## config.mk

```make
export PLATFORM = sky130hd
export DESIGN_NAME = hsv_to_rgb_converter
export DESIGN_NICKNAME = d
export VERILOG_FILES = /design/src/rtl/core/hsvrgb_pkg.sv /design/src/rtl/core/hsvrgb_split.sv /design/src/rtl/core/hsvrgb_levels.sv /design/src/rtl/core/hsv_to_rgb_converter.sv
export SDC_FILE = /design/constraint.sdc
export NUM_CORES = 2
export LEC_CHECK = 0
export BUFFER_PORTS_ARGS = -buffer_cell sky130_fd_sc_hd__buf_2
export CORE_MARGIN = 5
export CORE_UTILIZATION = 55
export DETAILED_ROUTE_END_ITERATION = 12
export GPL_ROUTABILITY_DRIVEN = 0
export GPL_TIMING_DRIVEN = 0
export PLACE_DENSITY_LB_ADDON = 0.15
export RECOVER_POWER = 25
export SLEW_MARGIN = 20
export SYNTH_ARGS = -nofsm -noshare
export SYNTH_HDL_FRONTEND = slang
export SYNTH_SLANG_ARGS = --single-unit
```

## constraint.sdc

```tcl
create_clock -name clk -period 8.6 [get_ports clk]
set_input_delay 0.43 -clock clk [delete_from_list [all_inputs] [get_ports clk]]
set_output_delay 0.43 -clock clk [all_outputs]
set_load 0.01 [all_outputs]
```

## src/rtl/core/hsvrgb_pkg.sv

```systemverilog
// Shared types, constants and helpers for the HSV to RGB converter.
// Used by every module of the converter; depends on nothing else.

package hsvrgb_pkg;

    // Widths of the working values.
    localparam int SECTOR_W = 3;
    localparam int FRACT_W  = 16;
    localparam int BYTE_W   = 8;

    // Full scale of an 8-bit level and half of it for rounding.
    localparam logic [BYTE_W-1:0] FULL8 = 8'd255;
    localparam logic [15:0]       HALF8 = 16'd127;

    // 255 * 65536, the divisor of q and t, and half of it for rounding.
    localparam logic [23:0] BIG      = 24'd16711680;
    localparam logic [31:0] HALF_BIG = 32'd8355840;

    // One unit of the sector fraction (65536), as a 17-bit value.
    localparam logic [FRACT_W:0] FRACT_ONE = 17'h10000;

    // Hue sectors, named after the color at which each one starts.
    localparam logic [SECTOR_W-1:0] SEC_RED     = 3'd0;
    localparam logic [SECTOR_W-1:0] SEC_YELLOW  = 3'd1;
    localparam logic [SECTOR_W-1:0] SEC_GREEN   = 3'd2;
    localparam logic [SECTOR_W-1:0] SEC_CYAN    = 3'd3;
    localparam logic [SECTOR_W-1:0] SEC_BLUE    = 3'd4;
    localparam logic [SECTOR_W-1:0] SEC_MAGENTA = 3'd5;

    // Input word: one HSV pixel.
    typedef struct packed {
        logic [15:0]       hue;
        logic [BYTE_W-1:0] saturation;
        logic [BYTE_W-1:0] brightness;
    } hsv_word_t;

    // Output word: one RGB pixel.
    typedef struct packed {
        logic [BYTE_W-1:0] red;
        logic [BYTE_W-1:0] green;
        logic [BYTE_W-1:0] blue;
    } rgb_word_t;

    // Hue split into sector and fraction, with the other two inputs.
    typedef struct packed {
        logic [SECTOR_W-1:0] sector;
        logic [FRACT_W-1:0]  fract;
        logic [BYTE_W-1:0]   sat;
        logic [BYTE_W-1:0]   val;
    } split_t;

    // The rounded levels that feed the channel selection.
    typedef struct packed {
        logic [SECTOR_W-1:0] sector;
        logic [BYTE_W-1:0]   val;
        logic [BYTE_W-1:0]   p;
        logic [BYTE_W-1:0]   q;
        logic [BYTE_W-1:0]   t;
    } level_t;

    // Floor of x / 255, exact for x below 65280; every caller stays below 65153.
    function automatic logic [BYTE_W-1:0] div255(input logic [15:0] x);
        logic [16:0] s;
        s = {1'b0, x} + 17'(x[15:8]) + 17'd1;
        return s[15:8];
    endfunction

endpackage

```

## src/rtl/core/hsvrgb_split.sv

```systemverilog
// First pipeline stage: scales the hue by six and splits it into sector and fraction.
// Depends on hsvrgb_pkg.

module hsvrgb_split
    import hsvrgb_pkg::*;
(
    input  logic      clk,
    input  logic      rst_n,
    input  hsv_word_t word,
    input  logic      valid,
    input  logic      adv_down,
    output logic      adv,
    output split_t    split,
    output logic      split_valid
);

    logic         valid_reg;
    split_t       split_reg;
    split_t       split_next;
    logic [18:0]  h6;

    // The stage takes a word when it is empty or its content moves on.
    assign adv = !valid_reg || adv_down;

    // hue * 6 as 4*hue + 2*hue; the top three bits are the sector.
    always_comb
    begin
        h6                    = {1'b0, word.hue, 2'b00} + {2'b00, word.hue, 1'b0};
        split_next.sector     = h6[18:16];
        split_next.fract      = h6[15:0];
        split_next.sat        = word.saturation;
        split_next.val        = word.brightness;
    end

    // Valid bit of the stage.
    always_ff @(posedge clk or negedge rst_n)
    begin
        if (!rst_n)
            valid_reg <= 1'b0;
        else if (adv)
            valid_reg <= valid;
    end

    // Payload of the stage.
    always_ff @(posedge clk)
    begin
        if (adv && valid)
            split_reg <= split_next;
    end

    assign split       = split_reg;
    assign split_valid = valid_reg;

    // A held sector always names one of the six hue sectors.
    a_sector_range: assert property (@(posedge clk) disable iff (!rst_n)
        valid_reg |-> (split_reg.sector <= SEC_MAGENTA))
        else $error("sector out of range");

    // A held word stays put while the next stage cannot take it.
    a_hold: assert property (@(posedge clk) disable iff (!rst_n)
        (valid_reg && !adv_down) |=> (valid_reg && $stable(split_reg)))
        else $error("split stage lost its word under stall");

endmodule

```

## src/rtl/core/hsvrgb_levels.sv

```systemverilog
// Stages two to four: products, scaled products, and rounded levels p, q and t.
// Depends on hsvrgb_pkg.

module hsvrgb_levels
    import hsvrgb_pkg::*;
(
    input  logic   clk,
    input  logic   rst_n,
    input  split_t split,
    input  logic   valid,
    input  logic   adv_down,
    output logic   adv,
    output level_t level,
    output logic   level_valid
);

    // Stage two: products with saturation.
    logic                v2_reg;
    logic [SECTOR_W-1:0] sector2_reg;
    logic [BYTE_W-1:0]   val2_reg;
    logic [23:0]         fs2_reg;
    logic [24:0]         gs2_reg;
    logic [15:0]         pv2_reg;
    logic [FRACT_W:0]    rest;
    logic [23:0]         fs_next;
    logic [24:0]         gs_next;
    logic [15:0]         pv_next;

    // Stage three: value times the q and t numerators, and p.
    logic                v3_reg;
    logic [SECTOR_W-1:0] sector3_reg;
    logic [BYTE_W-1:0]   val3_reg;
    logic [31:0]         prod_q3_reg;
    logic [31:0]         prod_t3_reg;
    logic [BYTE_W-1:0]   p3_reg;
    logic [23:0]         num_q;
    logic [23:0]         num_t;
    logic [31:0]         prod_q_next;
    logic [31:0]         prod_t_next;
    logic [BYTE_W-1:0]   p_next;

    // Stage four: rounded q and t.
    logic                v4_reg;
    level_t              lvl4_reg;
    level_t              lvl4_next;
    logic [31:0]         sum_q;
    logic [31:0]         sum_t;

    logic                adv2;
    logic                adv3;
    logic                adv4;

    // Each stage moves when it is empty or the stage after it moves.
    assign adv4 = !v4_reg || adv_down;
    assign adv3 = !v3_reg || adv4;
    assign adv2 = !v2_reg || adv3;
    assign adv  = adv2;

    // Stage two: fract*S, (1 - fract)*S and V*(255 - S).
    always_comb
    begin
        rest    = FRACT_ONE - {1'b0, split.fract};
        fs_next = 24'(split.fract) * 24'(split.sat);
        gs_next = 25'(rest) * 25'(split.sat);
        pv_next = 16'(split.val) * 16'(FULL8 - split.sat);
    end

    // Stage three: numerators of q and t, and p rounded to nearest.
    always_comb
    begin
        num_q       = BIG - fs2_reg;
        num_t       = 24'({1'b0, BIG} - gs2_reg);
        prod_q_next = 32'(val2_reg) * 32'(num_q);
        prod_t_next = 32'(val2_reg) * 32'(num_t);
        p_next      = div255(pv2_reg + HALF8);
    end

    // Stage four: divide by 255*65536 as a shift by 16 and a divide by 255.
    always_comb
    begin
        sum_q            = prod_q3_reg + HALF_BIG;
        sum_t            = prod_t3_reg + HALF_BIG;
        lvl4_next.sector = sector3_reg;
        lvl4_next.val    = val3_reg;
        lvl4_next.p      = p3_reg;
        lvl4_next.q      = div255(sum_q[31:16]);
        lvl4_next.t      = div255(sum_t[31:16]);
    end

    // Valid bits travel with the words.
    always_ff @(posedge clk or negedge rst_n)
    begin
        if (!rst_n)
        begin
            v2_reg <= 1'b0;
            v3_reg <= 1'b0;
            v4_reg <= 1'b0;
        end
        else
        begin
            if (adv2)
                v2_reg <= valid;
            if (adv3)
                v3_reg <= v2_reg;
            if (adv4)
                v4_reg <= v3_reg;
        end
    end

    // Payload registers of the three stages.
    always_ff @(posedge clk)
    begin
        if (adv2 && valid)
        begin
            sector2_reg <= split.sector;
            val2_reg    <= split.val;
            fs2_reg     <= fs_next;
            gs2_reg     <= gs_next;
            pv2_reg     <= pv_next;
        end
        if (adv3 && v2_reg)
        begin
            sector3_reg <= sector2_reg;
            val3_reg    <= val2_reg;
            prod_q3_reg <= prod_q_next;
            prod_t3_reg <= prod_t_next;
            p3_reg      <= p_next;
        end
        if (adv4 && v3_reg)
            lvl4_reg <= lvl4_next;
    end

    assign level       = lvl4_reg;
    assign level_valid = v4_reg;

    // Every level lies between zero and the value.
    a_level_range: assert property (@(posedge clk) disable iff (!rst_n)
        v4_reg |-> (lvl4_reg.p <= lvl4_reg.val && lvl4_reg.q <= lvl4_reg.val
                    && lvl4_reg.t <= lvl4_reg.val))
        else $error("level exceeds value");

    // A word in stage three reaches stage four when that stage moves.
    a_advance: assert property (@(posedge clk) disable iff (!rst_n)
        (v3_reg && adv4) |=> v4_reg)
        else $error("word dropped between stages three and four");

endmodule

```

## src/rtl/core/hsv_to_rgb_converter.sv

```systemverilog
// Top level of the HSV to RGB converter: input stage, level pipeline, output select.
// Depends on hsvrgb_pkg, hsvrgb_split and hsvrgb_levels.
//
// Usage:
//   The hsv channel carries one pixel word (hue, saturation, brightness); it is
//   taken at a clock edge where hsv_valid is high and hsv_stall is low. The rgb
//   channel returns one word (red, green, blue) per pixel, in order, taken at an
//   edge where rgb_valid is high and rgb_stall is low.
//   Path: the result reaches the output register through five register stages
//   (split, products, scaled products, rounded levels, channel select).
//   Throughput: one pixel per cycle while rgb_stall is low; every stage holds
//   one word and moves when it is empty or the stage after it moves.
//   Stall: while rgb_stall holds a valid output, the words behind it close up
//   into empty stages; hsv_stall rises once the first stage is full and cannot
//   move. Nothing is lost or repeated.
//   Reset: rst_n clears every valid bit; the payload registers are not reset, and
//   the block is ready for a pixel as soon as reset is released.

module hsv_to_rgb_converter
    import hsvrgb_pkg::*;
(
    input  logic      clk,
    input  logic      rst_n,
    input  hsv_word_t hsv,
    input  logic      hsv_valid,
    output logic      hsv_stall,
    output rgb_word_t rgb,
    output logic      rgb_valid,
    input  logic      rgb_stall
);

    split_t    split;
    logic      split_valid;
    logic      split_adv;
    level_t    level;
    logic      level_valid;
    logic      level_adv;
    logic      out_adv;
    logic      out_valid_reg;
    rgb_word_t out_reg;
    rgb_word_t out_next;

    // Input stage.
    hsvrgb_split u_split (
        .clk         (clk),
        .rst_n       (rst_n),
        .word        (hsv),
        .valid       (hsv_valid),
        .adv_down    (level_adv),
        .adv         (split_adv),
        .split       (split),
        .split_valid (split_valid)
    );

    // Level pipeline.
    hsvrgb_levels u_levels (
        .clk         (clk),
        .rst_n       (rst_n),
        .split       (split),
        .valid       (split_valid),
        .adv_down    (out_adv),
        .adv         (level_adv),
        .level       (level),
        .level_valid (level_valid)
    );

    assign hsv_stall = !split_adv;
    assign out_adv   = !out_valid_reg || !rgb_stall;

    // The sector picks which level drives each channel.
    always_comb
    begin
        case (level.sector)
            SEC_RED:
            begin
                out_next.red   = level.val;
                out_next.green = level.t;
                out_next.blue  = level.p;
            end
            SEC_YELLOW:
            begin
                out_next.red   = level.q;
                out_next.green = level.val;
                out_next.blue  = level.p;
            end
            SEC_GREEN:
            begin
                out_next.red   = level.p;
                out_next.green = level.val;
                out_next.blue  = level.t;
            end
            SEC_CYAN:
            begin
                out_next.red   = level.p;
                out_next.green = level.q;
                out_next.blue  = level.val;
            end
            SEC_BLUE:
            begin
                out_next.red   = level.t;
                out_next.green = level.p;
                out_next.blue  = level.val;
            end
            default:
            begin
                out_next.red   = level.val;
                out_next.green = level.p;
                out_next.blue  = level.q;
            end
        endcase
    end

    // Output valid bit.
    always_ff @(posedge clk or negedge rst_n)
    begin
        if (!rst_n)
            out_valid_reg <= 1'b0;
        else if (out_adv)
            out_valid_reg <= level_valid;
    end

    // Output word.
    always_ff @(posedge clk)
    begin
        if (out_adv && level_valid)
            out_reg <= out_next;
    end

    assign rgb       = out_reg;
    assign rgb_valid = out_valid_reg;

    // A finished level word always lands in the output register when it moves.
    a_out_load: assert property (@(posedge clk) disable iff (!rst_n)
        (level_valid && out_adv) |=> out_valid_reg)
        else $error("result dropped at output stage");

    // The input is refused only when the whole path is blocked downstream.
    a_stall_cause: assert property (@(posedge clk) disable iff (!rst_n)
        hsv_stall |-> (split_valid && level_valid && out_valid_reg && rgb_stall))
        else $error("input stalled with room in the pipeline");

endmodule
```

==> impl_metrics.ini <==
[timing]
final_hold_viol_count = 0
drv_slew = 25
finalClockSkew_ps = 19.3
post-route-period-util = 0.839
fin_tns_setup_ps = 0
tightest_slew_ps = 3420
rsz0062_at_grt = no
relSlewSlack = -1.30
setup_viol_count_final = 0
min_period_ps = 7220
max_freq_mhz = 139
timing.hold.ws_ps = 49.7

[job]
maxCapViolations = 1

[final_layout]
drive_above_1_share = 0.0431
area_growth_pct = 6.91
layout.nets = 3978
num-fill-cells = 4839
fin_area_um2 = 33400
multi_input_area_um2 = 22300
largest_register_ffs = 35
regArea_um2 = 6670
n_antenna_cell = 0

[drt]
vias_per_cell = 5.50
wl_per_cell_um = 18.1
vias = 22050
remaining_drc_errors = 0
antenna_left = 0
drtPass1Iterations = 5
wl_um = 72700
drt_iter0_markers = 1256

[run_status]
outcome = complete, but fails checks
violations = capacitance limit, slew limit

[global_routing]
grt_max_degree = 64
grt-ovfl-total = 0
grt_usage = 0.241
antenna_found_initial = 2
grt_pass1_wl_um = 120000
grt_pass1_vias = 23430

[cts]
cts_tree = built
htree_levels = 1
ctsResizeCount = 0
numCtsBuffers = 27
hold_buffers = 1
cts_setup_buffers = 0
clockBufferDepth = 3
root_buffer = clkbuf_16
path_clk_slew_ps = 60
insertion_delay_ps = 550
clkSinkCount = 223

[min_path]
hp-class = in -> reg

[synthesis]
yosysTopAreaCell = fa_1
yosys_warnings = 0
ys_types = 88
synth_fp_nets = 3884
synth.avg_cell_area_um2 = 9.95
syn-cell-area_um2 = 31200
ys_ff_latch = 223
synthArstFlopShare = 0.0224
ys_seq_area_frac = 0.214
synthTopCellsByArea = fa_1 29%, edfxtp_1 21%, ha_1 10%
synth_cells = 3139
synth_top_flop_cell = edfxtp_1
synth_edf_count = 218
ys_top_cells_by_count = 507 x inv_1, 448 x fa_1, 431 x and2_1
synth.most_common_cell = inv_1
synth_top_area_frac = 0.287

[worst_setup_path]
worstPathMaxFanout = 10
start_kind = flip-flop
crit_top_cell = fa_1
arrival_ps = 7510
cp_slowest_stage_delay_ps = 620
slowest_stage = xnor2_1
cpLargestDelayFamily = adder cells
crit_type = reg -> reg
end_kind = flip-flop
worst-path-buf-inv = 4
path_cells = clkbuf_1 > inv_1 > ha_1 > nand2_1 > nor2_1 > xnor2_1 > and2_1 > fa_1 > fa_1 > fa_1 > inv_1 > fa_1 > inv_1 > ha_1 > a21oi_1 > o21ai_1 > a21oi_2 > a31oi_1 > o21a_1 > a221o_1 > o31a_1 > a211oi_2 > xnor2_1
worstPathRequired_ps = 8890

[place]
dpl.hpwl_um = 58700
dpl_cell_area_um2 = 32600
portBuffers = 61

[floorplan]
die_y_um = 248
fp.dieArea_um2 = 61700
ioPinCount = 62
core_area_um2 = 56300
fp-row-count = 87
die_w_um = 248
start_util = 0.555
==> final timing paths <==
kind,start,end,slack (ps),depth (start not counted)
hold / removal,hsv[0],u_split.split[0],50,1
setup reg to reg,u_levels.gs2_reg[1],u_levels.prod_t3_reg[29],1380,23
max in group asynchronous,rst_n,u_levels.level_valid,8080,2
hold reg to reg,u_levels.p3_reg[7],u_levels.level[23],420,0
setup / recovery,u_levels.gs2_reg[1],u_levels.prod_t3_reg[29],1380,23
min in group asynchronous,rst_n,rgb_valid,300,2
==> logic make-up after synthesis <==
group	Yosys count	share of synthesized area
AOI/OAI and AO/OA	295	0.0645
xor gates and xnor gates	197	0.0582
adders and majority gates	709	0.392
buffers and inverters	610	0.0735
DFF	223	0.214
muxes	32	0.0106
and+or+nand+nor	1073	0.188
==> worst reg2reg max path: cells and delay by family (launching register included) <==
kind            cells  cell delay, ps
flops               1             410
buf+inv             4             710
xor+xnor            2             710
fa+ha+maj           6            2490
compound gates      8            2050
simple gates        3             590
==> layout by cell type, fill, tap and decap left out, drive strengths merged, types with 11 or more instances in the layout <==
cell type / netlist / final
a211oi: 11 / 11
a21o: 21 / 21
a21oi: 97 / 97
and2: 431 / 431
and3: 14 / 14
buf: 11 / 55
clkbuf: 92 / 143
edfxtp: 218 / 218
fa: 448 / 448
ha: 261 / 261
inv: 507 / 509
mux2i: 24 / 24
nand2: 222 / 222
nand2b: 39 / 39
nand3: 36 / 36
nand4: 12 / 12
nor2: 137 / 137
nor2b: 68 / 68
nor3: 45 / 45
nor3b: 15 / 15
nor4: 17 / 17
o21a: 16 / 16
o21ai: 51 / 51
xnor2: 135 / 135
xor2: 62 / 62
==> routing by layer <==
| layer | up-vias | part of all wire | track usage |
|---|---|---|---|
| met5 | - | 0 | 0 |
| met4 | 0 | 0.044 | 0.0912 |
| met1 | 11028 | 0.44 | 0.329 |
| met3 | 177 | 0.048 | 0.0263 |
| met2 | 622 | 0.47 | 0.403 |
| li1 | 10223 | - | - |
==> per-stage QoR <==
| stage | setup slack, ps | util | cells |
|---|---|---|---|
| after global placement | 1590 | 0.577 | 3956 |
| final | 1380 | 0.593 | 4006 |
| after detailed placement | 1470 | 0.579 | 3959 |
| after floorplan | 2550 | - | 3139 |
| after global routing | 949 | 0.593 | 4006 |
| after CTS | 1430 | 0.594 | 4006 |
==> layout make-up <==
| type | instances | area share |
|---|---|---|
| inverter | 507 | 0.0570 |
| buffer | 103 | 0.0117 |
| timing repair buffer | 65 | 0.0107 |
| clock inverter | 15 | 0.00487 |
| clock buffer | 31 | 0.0207 |
| multi-input combinational | 2306 | 0.667 |
| sequential | 223 | 0.200 |
| tap | 756 | 0.0283 |
Power is not shown: default switching activity piles up to over one toggle a cycle in this logic, so the estimate is an artifact.
